--- src/lru_pkg.sv ---
// Shared types and constants for the LRU page replacement block.
// Depends on nothing; every other file imports it.
package lru_pkg;

    // Default sizes for the top-level parameters.
    localparam int LRU_MAX_FRAMES  = 8;
    localparam int LRU_NUM_PAGES   = 16;
    localparam int LRU_COUNT_WIDTH = 16;

    // Fixed widths of the transaction fields and the configuration register.
    localparam int LRU_PAGE_W  = 4;
    localparam int LRU_FRAME_W = 3;
    localparam int LRU_CNT_W   = 16;
    localparam int LRU_CFG_W   = 4;

    // Frame count after reset.
    localparam logic [LRU_CFG_W-1:0] LRU_CFG_RESET = 4'd4;

    // Sequencer states.
    typedef enum logic [1:0] {
        ST_IDLE,
        ST_SCAN,
        ST_UPDATE
    } t_state;

endpackage

--- src/lru_if.sv ---
// Valid/ready channel interfaces for page references and replacement results.
// Depends on lru_pkg for the field widths.
interface lru_req_if;
    import lru_pkg::*;

    logic                  valid;
    logic                  ready;
    logic [LRU_PAGE_W-1:0] page;

    modport source (output valid, output page, input ready);
    modport sink   (input valid, input page, output ready);
endinterface

interface lru_rsp_if;
    import lru_pkg::*;

    logic                   valid;
    logic                   ready;
    logic                   hit;
    logic                   evicted;
    logic [LRU_FRAME_W-1:0] frame;
    logic [LRU_PAGE_W-1:0]  victim_page;
    logic [LRU_CNT_W-1:0]   page_refs;
    logic [LRU_CNT_W-1:0]   hit_count;
    logic [LRU_CNT_W-1:0]   miss_count;
    logic [LRU_CNT_W-1:0]   evict_count;

    modport source (
        output valid, output hit, output evicted, output frame, output victim_page,
        output page_refs, output hit_count, output miss_count, output evict_count,
        input ready
    );
    modport sink (
        input valid, input hit, input evicted, input frame, input victim_page,
        input page_refs, input hit_count, input miss_count, input evict_count,
        output ready
    );
endinterface

--- src/lru_hist.sv ---
// Per-page reference histogram: one-port-read, one-port-write memory with
// per-entry valid bits so that reset clears it at once. Depends on lru_pkg.
module lru_hist #(
    parameter int NUM_PAGES   = lru_pkg::LRU_NUM_PAGES,
    parameter int COUNT_WIDTH = lru_pkg::LRU_COUNT_WIDTH,
    parameter int HW          = $clog2(NUM_PAGES)
) (
    input  logic                   i_clk,
    input  logic                   i_rst_n,
    input  logic                   i_rd_en,
    input  logic [HW-1:0]          i_rd_idx,
    output logic [COUNT_WIDTH-1:0] o_rd_data,
    input  logic                   i_wr_en,
    input  logic [HW-1:0]          i_wr_idx,
    input  logic [COUNT_WIDTH-1:0] i_wr_data
);
    import lru_pkg::*;

    logic [COUNT_WIDTH-1:0] r_mem [NUM_PAGES];
    logic [NUM_PAGES-1:0]   r_valid;
    logic [COUNT_WIDTH-1:0] r_rd_data;
    logic                   r_rd_valid;

    // Valid bits: cleared by reset, set on the first write of an entry.
    always_ff @(posedge i_clk) begin
        if (!i_rst_n) begin
            r_valid <= '0;
        end else if (i_wr_en) begin
            r_valid[i_wr_idx] <= 1'b1;
        end
    end

    // Storage array with a registered read port.
    always_ff @(posedge i_clk) begin
        if (i_wr_en) begin
            r_mem[i_wr_idx] <= i_wr_data;
        end
        if (i_rd_en) begin
            r_rd_data  <= r_mem[i_rd_idx];
            r_rd_valid <= r_valid[i_rd_idx];
        end
    end

    // An entry never written since reset reads as zero.
    assign o_rd_data = r_rd_valid ? r_rd_data : '0;

endmodule

--- src/lru_page_replacement.sv ---
// LRU page replacement over a configurable number of frames; uses lru_pkg, lru_if, lru_hist.
// Steps: accept, scan, update. The scan compares the frames in use (N of them) one at a time,
// and a hit stops it early; the update then reorders the list and loads the result register.
// A new reference is accepted only once the update is done and the block is idle again; the update
// waits while the previous result is still held in the output register.
// Reset (synchronous, active low): frames empty, order 0 upward, counts zero, N = 4.
module lru_page_replacement #(
    parameter int MAX_FRAMES  = lru_pkg::LRU_MAX_FRAMES,
    parameter int NUM_PAGES   = lru_pkg::LRU_NUM_PAGES,
    parameter int COUNT_WIDTH = lru_pkg::LRU_COUNT_WIDTH
) (
    input  logic                            i_clk,
    input  logic                            i_rst_n,
    input  logic                            i_cfg_we,
    input  logic [lru_pkg::LRU_CFG_W-1:0]   i_cfg_wdata,
    lru_req_if.sink                         i_req,
    lru_rsp_if.source                       o_rsp
);
    import lru_pkg::*;

    localparam int FW = (MAX_FRAMES > 1) ? $clog2(MAX_FRAMES) : 1;
    localparam int CW = $clog2(MAX_FRAMES + 1);
    localparam int HW = $clog2(NUM_PAGES);
    localparam logic [COUNT_WIDTH-1:0] CNT_MAX = '1;

    // Sequencer and scan state.
    t_state                 r_state, n_state;
    logic [CW-1:0]          r_nfr;
    logic [FW-1:0]          r_pos;
    logic [FW-1:0]          r_tpos;
    logic                   r_hit;
    logic [LRU_PAGE_W-1:0]  r_page;

    // Recency list, oldest first: each position carries its frame, valid and page.
    logic [FW-1:0]          r_ord_frame [MAX_FRAMES];
    logic                   r_ord_valid [MAX_FRAMES];
    logic [LRU_PAGE_W-1:0]  r_ord_page  [MAX_FRAMES];
    logic [FW-1:0]          n_ord_frame [MAX_FRAMES];
    logic                   n_ord_valid [MAX_FRAMES];
    logic [LRU_PAGE_W-1:0]  n_ord_page  [MAX_FRAMES];

    // Running totals.
    logic [COUNT_WIDTH-1:0] r_hits, r_misses, r_evicts;
    logic [COUNT_WIDTH-1:0] n_hits, n_misses, n_evicts;

    // Result register.
    logic                   r_rsp_valid;
    logic                   r_rsp_hit;
    logic                   r_rsp_evicted;
    logic [LRU_FRAME_W-1:0] r_rsp_frame;
    logic [LRU_PAGE_W-1:0]  r_rsp_victim;
    logic [LRU_CNT_W-1:0]   r_rsp_refs;

    // Control and datapath signals.
    logic                   w_accept;
    logic                   w_match;
    logic                   w_last;
    logic                   w_upd_go;
    logic                   w_in_range;
    logic [HW-1:0]          w_hist_idx;
    logic [COUNT_WIDTH-1:0] w_hist_q;
    logic [COUNT_WIDTH-1:0] n_refs;
    logic [FW-1:0]          w_frame;
    logic                   w_evict;
    logic [CW-1:0]          w_cfg_nfr;

    // Clamp a written frame count into 1..MAX_FRAMES.
    always_comb begin
        if (i_cfg_wdata == '0) begin
            w_cfg_nfr = CW'(1);
        end else if (int'(i_cfg_wdata) > MAX_FRAMES) begin
            w_cfg_nfr = CW'(MAX_FRAMES);
        end else begin
            w_cfg_nfr = CW'(i_cfg_wdata);
        end
    end

    // Handshake and scan decisions.
    always_comb begin
        i_req.ready = (r_state == ST_IDLE);
        w_accept    = i_req.valid && (r_state == ST_IDLE);
        w_match     = r_ord_valid[r_pos] && (r_ord_page[r_pos] == r_page);
        w_last      = (CW'(r_pos) == r_nfr - CW'(1));
        w_upd_go    = (r_state == ST_UPDATE) && (!r_rsp_valid || o_rsp.ready);
        w_in_range  = int'(r_page) < NUM_PAGES;
        w_hist_idx  = HW'(r_page);
    end

    // Next state.
    always_comb begin
        n_state = r_state;
        case (r_state)
            ST_IDLE: begin
                if (w_accept) n_state = ST_SCAN;
            end
            ST_SCAN: begin
                if (w_match || w_last) n_state = ST_UPDATE;
            end
            ST_UPDATE: begin
                if (w_upd_go) n_state = ST_IDLE;
            end
            default: n_state = ST_IDLE;
        endcase
    end

    always_ff @(posedge i_clk) begin
        if (!i_rst_n) begin
            r_state <= ST_IDLE;
        end else begin
            r_state <= n_state;
        end
    end

    // Scan position walks one recency slot per cycle and records the outcome.
    always_ff @(posedge i_clk) begin
        if (!i_rst_n) begin
            r_pos  <= '0;
            r_tpos <= '0;
            r_hit  <= 1'b0;
        end else if (w_accept) begin
            r_pos <= '0;
            r_hit <= 1'b0;
        end else if (r_state == ST_SCAN) begin
            if (w_match) begin
                r_hit  <= 1'b1;
                r_tpos <= r_pos;
            end else if (w_last) begin
                r_hit  <= 1'b0;
                r_tpos <= '0;
            end else begin
                r_pos <= r_pos + FW'(1);
            end
        end
    end

    // Reference page is held for the whole transaction.
    always_ff @(posedge i_clk) begin
        if (w_accept) begin
            r_page <= i_req.page;
        end
    end

    // Histogram memory: read on accept, write back in the update cycle.
    lru_hist #(
        .NUM_PAGES   (NUM_PAGES),
        .COUNT_WIDTH (COUNT_WIDTH),
        .HW          (HW)
    ) u_hist (
        .i_clk     (i_clk),
        .i_rst_n   (i_rst_n),
        .i_rd_en   (w_accept),
        .i_rd_idx  (HW'(i_req.page)),
        .o_rd_data (w_hist_q),
        .i_wr_en   (w_upd_go && w_in_range),
        .i_wr_idx  (w_hist_idx),
        .i_wr_data (n_refs)
    );

    // Update datapath: move the chosen slot to the newest end and bump the counts.
    always_comb begin
        n_refs    = (w_hist_q == CNT_MAX) ? w_hist_q : w_hist_q + COUNT_WIDTH'(1);
        w_frame   = r_ord_frame[r_tpos];
        w_evict   = !r_hit && r_ord_valid[r_tpos];
        n_hits    = r_hits;
        n_misses  = r_misses;
        n_evicts  = r_evicts;
        if (r_hit) begin
            if (r_hits != CNT_MAX) n_hits = r_hits + COUNT_WIDTH'(1);
        end else begin
            if (r_misses != CNT_MAX) n_misses = r_misses + COUNT_WIDTH'(1);
            if (w_evict && (r_evicts != CNT_MAX)) n_evicts = r_evicts + COUNT_WIDTH'(1);
        end
        for (int i = 0; i < MAX_FRAMES; i++) begin
            n_ord_frame[i] = r_ord_frame[i];
            n_ord_valid[i] = r_ord_valid[i];
            n_ord_page[i]  = r_ord_page[i];
        end
        for (int i = 0; i < MAX_FRAMES - 1; i++) begin
            if ((i >= int'(r_tpos)) && (i < int'(r_nfr) - 1)) begin
                n_ord_frame[i] = r_ord_frame[i + 1];
                n_ord_valid[i] = r_ord_valid[i + 1];
                n_ord_page[i]  = r_ord_page[i + 1];
            end
        end
        for (int i = 0; i < MAX_FRAMES; i++) begin
            if (i == int'(r_nfr) - 1) begin
                n_ord_frame[i] = w_frame;
                n_ord_valid[i] = 1'b1;
                n_ord_page[i]  = r_page;
            end
        end
    end

    // Frame count and recency list; a configuration write empties all frames.
    always_ff @(posedge i_clk) begin
        if (!i_rst_n) begin
            r_nfr <= (int'(LRU_CFG_RESET) > MAX_FRAMES) ? CW'(MAX_FRAMES) : CW'(LRU_CFG_RESET);
            for (int i = 0; i < MAX_FRAMES; i++) begin
                r_ord_frame[i] <= FW'(i);
                r_ord_valid[i] <= 1'b0;
            end
        end else if (i_cfg_we) begin
            r_nfr <= w_cfg_nfr;
            for (int i = 0; i < MAX_FRAMES; i++) begin
                r_ord_frame[i] <= FW'(i);
                r_ord_valid[i] <= 1'b0;
            end
        end else if (w_upd_go) begin
            for (int i = 0; i < MAX_FRAMES; i++) begin
                r_ord_frame[i] <= n_ord_frame[i];
                r_ord_valid[i] <= n_ord_valid[i];
            end
        end
    end

    // Pages travel with their slots; only read where the slot is valid.
    always_ff @(posedge i_clk) begin
        if (w_upd_go) begin
            for (int i = 0; i < MAX_FRAMES; i++) begin
                r_ord_page[i] <= n_ord_page[i];
            end
        end
    end

    // Running totals.
    always_ff @(posedge i_clk) begin
        if (!i_rst_n) begin
            r_hits   <= '0;
            r_misses <= '0;
            r_evicts <= '0;
        end else if (w_upd_go) begin
            r_hits   <= n_hits;
            r_misses <= n_misses;
            r_evicts <= n_evicts;
        end
    end

    // Result register: loaded in the update cycle, released by the output transaction.
    always_ff @(posedge i_clk) begin
        if (!i_rst_n) begin
            r_rsp_valid <= 1'b0;
        end else if (w_upd_go) begin
            r_rsp_valid <= 1'b1;
        end else if (o_rsp.ready) begin
            r_rsp_valid <= 1'b0;
        end
    end

    always_ff @(posedge i_clk) begin
        if (w_upd_go) begin
            r_rsp_hit     <= r_hit;
            r_rsp_evicted <= w_evict;
            r_rsp_frame   <= LRU_FRAME_W'(w_frame);
            r_rsp_victim  <= w_evict ? r_ord_page[r_tpos] : '0;
            r_rsp_refs    <= w_in_range ? LRU_CNT_W'(n_refs) : '0;
        end
    end

    assign o_rsp.valid       = r_rsp_valid;
    assign o_rsp.hit         = r_rsp_hit;
    assign o_rsp.evicted     = r_rsp_evicted;
    assign o_rsp.frame       = r_rsp_frame;
    assign o_rsp.victim_page = r_rsp_victim;
    assign o_rsp.page_refs   = r_rsp_refs;
    assign o_rsp.hit_count   = LRU_CNT_W'(r_hits);
    assign o_rsp.miss_count  = LRU_CNT_W'(r_misses);
    assign o_rsp.evict_count = LRU_CNT_W'(r_evicts);

    // An accepted reference always starts a scan on the next cycle.
    a_accept_scan: assert property (@(posedge i_clk) disable iff (!i_rst_n)
        w_accept |=> (r_state == ST_SCAN))
        else $error("accepted reference did not start a scan");

    // The scan never looks past the frames in use.
    a_scan_range: assert property (@(posedge i_clk) disable iff (!i_rst_n)
        (r_state == ST_SCAN) |-> (CW'(r_pos) < r_nfr))
        else $error("scan position beyond frames in use");

    // The frame count stays within its legal range.
    a_nfr_range: assert property (@(posedge i_clk) disable iff (!i_rst_n)
        (r_nfr != '0) && (int'(r_nfr) <= MAX_FRAMES))
        else $error("frame count out of range");

    // A hit never evicts a page.
    a_hit_no_evict: assert property (@(posedge i_clk) disable iff (!i_rst_n)
        o_rsp.valid |-> !(o_rsp.hit && o_rsp.evicted))
        else $error("result reports both hit and eviction");

endmodule

--- src/flat_wrapper.sv ---
// flat-port wrapper written by rule: the top's interface ports become plain ports
module lru_page_replacement_flat import lru_pkg::*;
#(
    parameter int MAX_FRAMES  = lru_pkg::LRU_MAX_FRAMES,
    parameter int NUM_PAGES   = lru_pkg::LRU_NUM_PAGES,
    parameter int COUNT_WIDTH = lru_pkg::LRU_COUNT_WIDTH
)
  (i_clk, i_rst_n, i_cfg_we, i_cfg_wdata, i_req_valid, i_req_page, i_req_ready, o_rsp_valid, o_rsp_hit, o_rsp_evicted, o_rsp_frame, o_rsp_victim_page, o_rsp_page_refs, o_rsp_hit_count, o_rsp_miss_count, o_rsp_evict_count, o_rsp_ready);
  lru_req_if i_req_i ();
  lru_rsp_if o_rsp_i ();
  input  logic i_clk;
  input  logic i_rst_n;
  input  logic i_cfg_we;
  input  logic [lru_pkg::LRU_CFG_W-1:0] i_cfg_wdata;
  input wire logic [$bits(i_req_i.valid)-1:0] i_req_valid;
  input wire logic [$bits(i_req_i.page)-1:0] i_req_page;
  output wire logic [$bits(i_req_i.ready)-1:0] i_req_ready;
  output wire logic [$bits(o_rsp_i.valid)-1:0] o_rsp_valid;
  output wire logic [$bits(o_rsp_i.hit)-1:0] o_rsp_hit;
  output wire logic [$bits(o_rsp_i.evicted)-1:0] o_rsp_evicted;
  output wire logic [$bits(o_rsp_i.frame)-1:0] o_rsp_frame;
  output wire logic [$bits(o_rsp_i.victim_page)-1:0] o_rsp_victim_page;
  output wire logic [$bits(o_rsp_i.page_refs)-1:0] o_rsp_page_refs;
  output wire logic [$bits(o_rsp_i.hit_count)-1:0] o_rsp_hit_count;
  output wire logic [$bits(o_rsp_i.miss_count)-1:0] o_rsp_miss_count;
  output wire logic [$bits(o_rsp_i.evict_count)-1:0] o_rsp_evict_count;
  input wire logic [$bits(o_rsp_i.ready)-1:0] o_rsp_ready;
  assign i_req_i.valid = i_req_valid;
  assign i_req_i.page = i_req_page;
  assign i_req_ready = i_req_i.ready;
  assign o_rsp_valid = o_rsp_i.valid;
  assign o_rsp_hit = o_rsp_i.hit;
  assign o_rsp_evicted = o_rsp_i.evicted;
  assign o_rsp_frame = o_rsp_i.frame;
  assign o_rsp_victim_page = o_rsp_i.victim_page;
  assign o_rsp_page_refs = o_rsp_i.page_refs;
  assign o_rsp_hit_count = o_rsp_i.hit_count;
  assign o_rsp_miss_count = o_rsp_i.miss_count;
  assign o_rsp_evict_count = o_rsp_i.evict_count;
  assign o_rsp_i.ready = o_rsp_ready;
  lru_page_replacement #(.MAX_FRAMES(MAX_FRAMES), .NUM_PAGES(NUM_PAGES), .COUNT_WIDTH(COUNT_WIDTH)) u_core (.i_clk(i_clk), .i_rst_n(i_rst_n), .i_cfg_we(i_cfg_we), .i_cfg_wdata(i_cfg_wdata), .i_req(i_req_i), .o_rsp(o_rsp_i));
endmodule
--- config.mk ---
export PLATFORM = sky130hd
export DESIGN_NAME = lru_page_replacement_flat
export DESIGN_NICKNAME = d
export VERILOG_FILES = /design/src/lru_pkg.sv /design/src/lru_if.sv /design/src/lru_hist.sv /design/src/lru_page_replacement.sv /design/src/flat_wrapper.sv
export SDC_FILE = /design/constraint.sdc
export NUM_CORES = 1
export LEC_CHECK = 0
export ABC_AREA = 0
export CORE_MARGIN = 8
export CORE_UTILIZATION = 57
export DETAILED_ROUTE_END_ITERATION = 10
export DONT_BUFFER_PORTS = 1
export HOLD_SLACK_MARGIN = 0.1
export PLACE_DENSITY = 0.75
export SLEW_MARGIN = 20
export SYNTH_ARGS = -nofsm -noshare
export SYNTH_HDL_FRONTEND = slang
export SYNTH_SLANG_ARGS = --single-unit
--- constraint.sdc ---
create_clock -name i_clk -period 3 [get_ports i_clk]
set_clock_uncertainty 0.1 [all_clocks]
set_input_delay 0 -clock i_clk [delete_from_list [all_inputs] [get_ports i_clk]]
set_output_delay 0 -clock i_clk [all_outputs]
set_load 0.05 [all_outputs]
==> reports/metrics.cfg <==
[clock_tree]
insertion_delay_ns=0.58
htree_levels=2
cts.sinks=450
post_cts_buffers=0
clkTransAtPathRegs_ns=0.06
cts_tree=built
root_buffer=clkbuf_16
clk_path_buf_depth=3
tritoncts.num_buffers=46

[sta]
setup_violations=0
whs_ns=0.160
period_minus_slack_ns=2.81
slew_viol_final=0
period_share=0.936
finalSetupTns_ns=0
worst_slew_pin_slew_ns=0.828
rsz0062_at_grt=no
fmax_mhz=356
maxSlewHeadroom=0.446
finalHoldViolCount=0
setup_ws_ns=0.192

[min_path]
min_path_type=primary input to register

[cells_and_area]
nets=1363
fin_util=0.663
fin_cells=1824
stdcell_area_um2=22100
antenna_cells=0
nFillCells=2330
drive_gt1_frac=0.273
layout_commonest_cell=edfxtp_1
syn2layout_area_growth_pct=15.0
final_cell_mix=edfxtp_1, buf_4, nor2_1, mux4_2, dfxtp_1

[placed_design]
gp_congestion=0.872
pre_cts_ws_ns=0.0329
place_area_um2=20400
dp.cells=1720
portBuffers=0
hpwl_um=28000

[setup_path]
critPathArrivalTime_ns=2.97
critPathCaptureType=register
critPathKind=register to register
critPathLaunchType=register
cp.required_ns=3.16
cp_max_fo=8

[synth]
ys_types=69
async_reset_ff_frac=0
yosys_register_bits=450
synthFlopType=edfxtp_1
ys_seq_area_frac=0.654
synth_edf_count=358
syn_area_um2=19200
syn-num-nets=1249
synth_warnings=0
syn_area_per_cell_um2=15.7
synthCells=1226

[pwr]
p_leak_nw=7.39
p_per_area_nw_per_um2=581
ir_drop_uv=422
total_power_mw=12.8

[floorplanning]
fp.dieH_um=200
die_area_um2=39900
initial_core_util=0.577
ioPinCount=88
core_area_um2=33400
fp.dieW_um=200
placementRows=67

[detailed_routing]
drc_errors=0
wl_per_cell_um=24.2
via_per_inst=6.21
routed_wl_um=44100
drt_iter0_drc=1083
num_vias=11320
firstDrtPassIters=5
ant_nets=0

[outcome]
status=finished, final reports clean

[global_routing]
grt_pass1_vias=11541
antenna_found_initial=1
grt_max_degree=70
grt_pass1_wl_um=67900
grt_overflow=0
grt_util_all_layers=0.225

[run]
drv_cap=0

## path summary, 6_finish.rpt
check / cells past startpoint / endpoint / slack, ns / from
max: 8 / u_core.r_ord_frame[6][1] / 0.19 / u_core.r_nfr[1]
min: 3 / u_core.r_nfr[3] / 0.16 / i_cfg_wdata[3]
max reg2reg: 8 / u_core.r_ord_frame[6][1] / 0.19 / u_core.r_nfr[1]
min reg2reg: 1 / u_core.u_hist.r_valid[13] / 0.37 / u_core.u_hist.r_valid[13]
## sequential cells by signal, indices dropped and copies added, names as in the netlist, 2 cells and up, named ones only
name                      count
u_core.r_ord_frame           24
u_core.o_rsp.page_refs       16
u_core.r_ord_page            32
u_core.r_nfr                  4
u_core.o_rsp.evict_count     16
u_core.o_rsp.miss_count      16
u_core.r_page                 4
u_core.r_tpos                 3
u_core.r_ord_valid            8
u_core.u_hist.r_valid        16
u_core.u_hist.r_rd_data      16
u_core.o_rsp.hit_count       16
u_core.o_rsp.victim_page      4
u_core.o_rsp.frame            3
u_core.r_pos                  3
u_core.u_hist.r_mem         256
u_core.r_state                2
## Yosys cell counts (3+ instances only)
library cell / instances / area share
nor2b_1: 4 / 0.0013
nor2_1: 130 / 0.025
nand2_1: 69 / 0.013
and4_1: 7 / 0.0032
a21oi_1: 20 / 0.0052
a211o_1: 3 / 0.0014
nand3b_1: 3 / 0.0012
buf_1: 8 / 0.0016
inv_1: 23 / 0.0045
ha_1: 10 / 0.0065
nand2b_1: 12 / 0.0039
mux4_1: 7 / 0.0096
or3_1: 8 / 0.0026
a31o_2: 3 / 0.0014
mux4_2: 101 / 0.12
mux2_2: 35 / 0.020
nor3_1: 23 / 0.0060
o32a_1: 3 / 0.0016
nand4_1: 21 / 0.0068
o21ai_1: 4 / 0.0010
buf_4: 5 / 0.0020
and2_1: 4 / 0.0013
clkbuf_1: 35 / 0.0068
xor2_1: 25 / 0.011
o21ai_0: 11 / 0.0029
nand3_1: 23 / 0.0060
nor4_1: 17 / 0.0055
buf_6: 4 / 0.0023
mux2i_1: 45 / 0.023
dfxtp_1: 92 / 0.096
xnor2_1: 33 / 0.015
buf_2: 13 / 0.0034
o21bai_1: 3 / 0.0012
edfxtp_1: 358 / 0.56
and3_1: 13 / 0.0042
o21a_1: 7 / 0.0027
## layer usage
layer	up-vias	global-route usage	routed length [um]
met4	2	0.0700	1200
met5	-	0	13
met3	95	0.0419	3290
met2	492	0.366	21300
met1	5757	0.308	18300
li1	4974	-	-
## worst max-delay path, stage by stage, from the launching register on
cell,delay [ns]
dfxtp_1,0.48
inv_1,0.15
ha_1,0.22
or3b_2,0.50
o41ai_2,0.12
and3_1,0.44
inv_1,0.10
a21oi_1,0.20
nand2b_1,0.21
## cell type report
type,count,area (um2),share of cell area
inverter,24,90.1,0.00407
clock inverter,31,248,0.0112
sequential,450,12600,0.569
clock buffer,53,1180,0.0532
tap,448,561,0.0253
multi-input combinational,685,6350,0.287
timing repair buffer,133,1110,0.0502
## repair_timing
item / CTS / global route
endpoints found under the setup margin: 0 / 136
hold buffers: 19 / 1
resized for setup: 0 / 8
endpoints found under the hold margin: 164 / 22
## cell families after synthesis
kind of cell    share of synthesized area
buf+inv                            0.0213
mux                                 0.172
xor+xnor                           0.0264
simple gates                       0.0873
fa+ha+maj                         0.00650
compound gates                     0.0325
flops                               0.654
## power breakdown
group	leakage (nW)	switching (mW)	total [mW]	internal, mW
logic	2.69	0.357	0.612	0.255
registers	4.00	0.0470	6.82	6.78
clock network	0.697	2.40	5.41	3.01
total	7.39	2.81	12.8	10.0
Note: power is estimated with default switching activity, not from simulation.
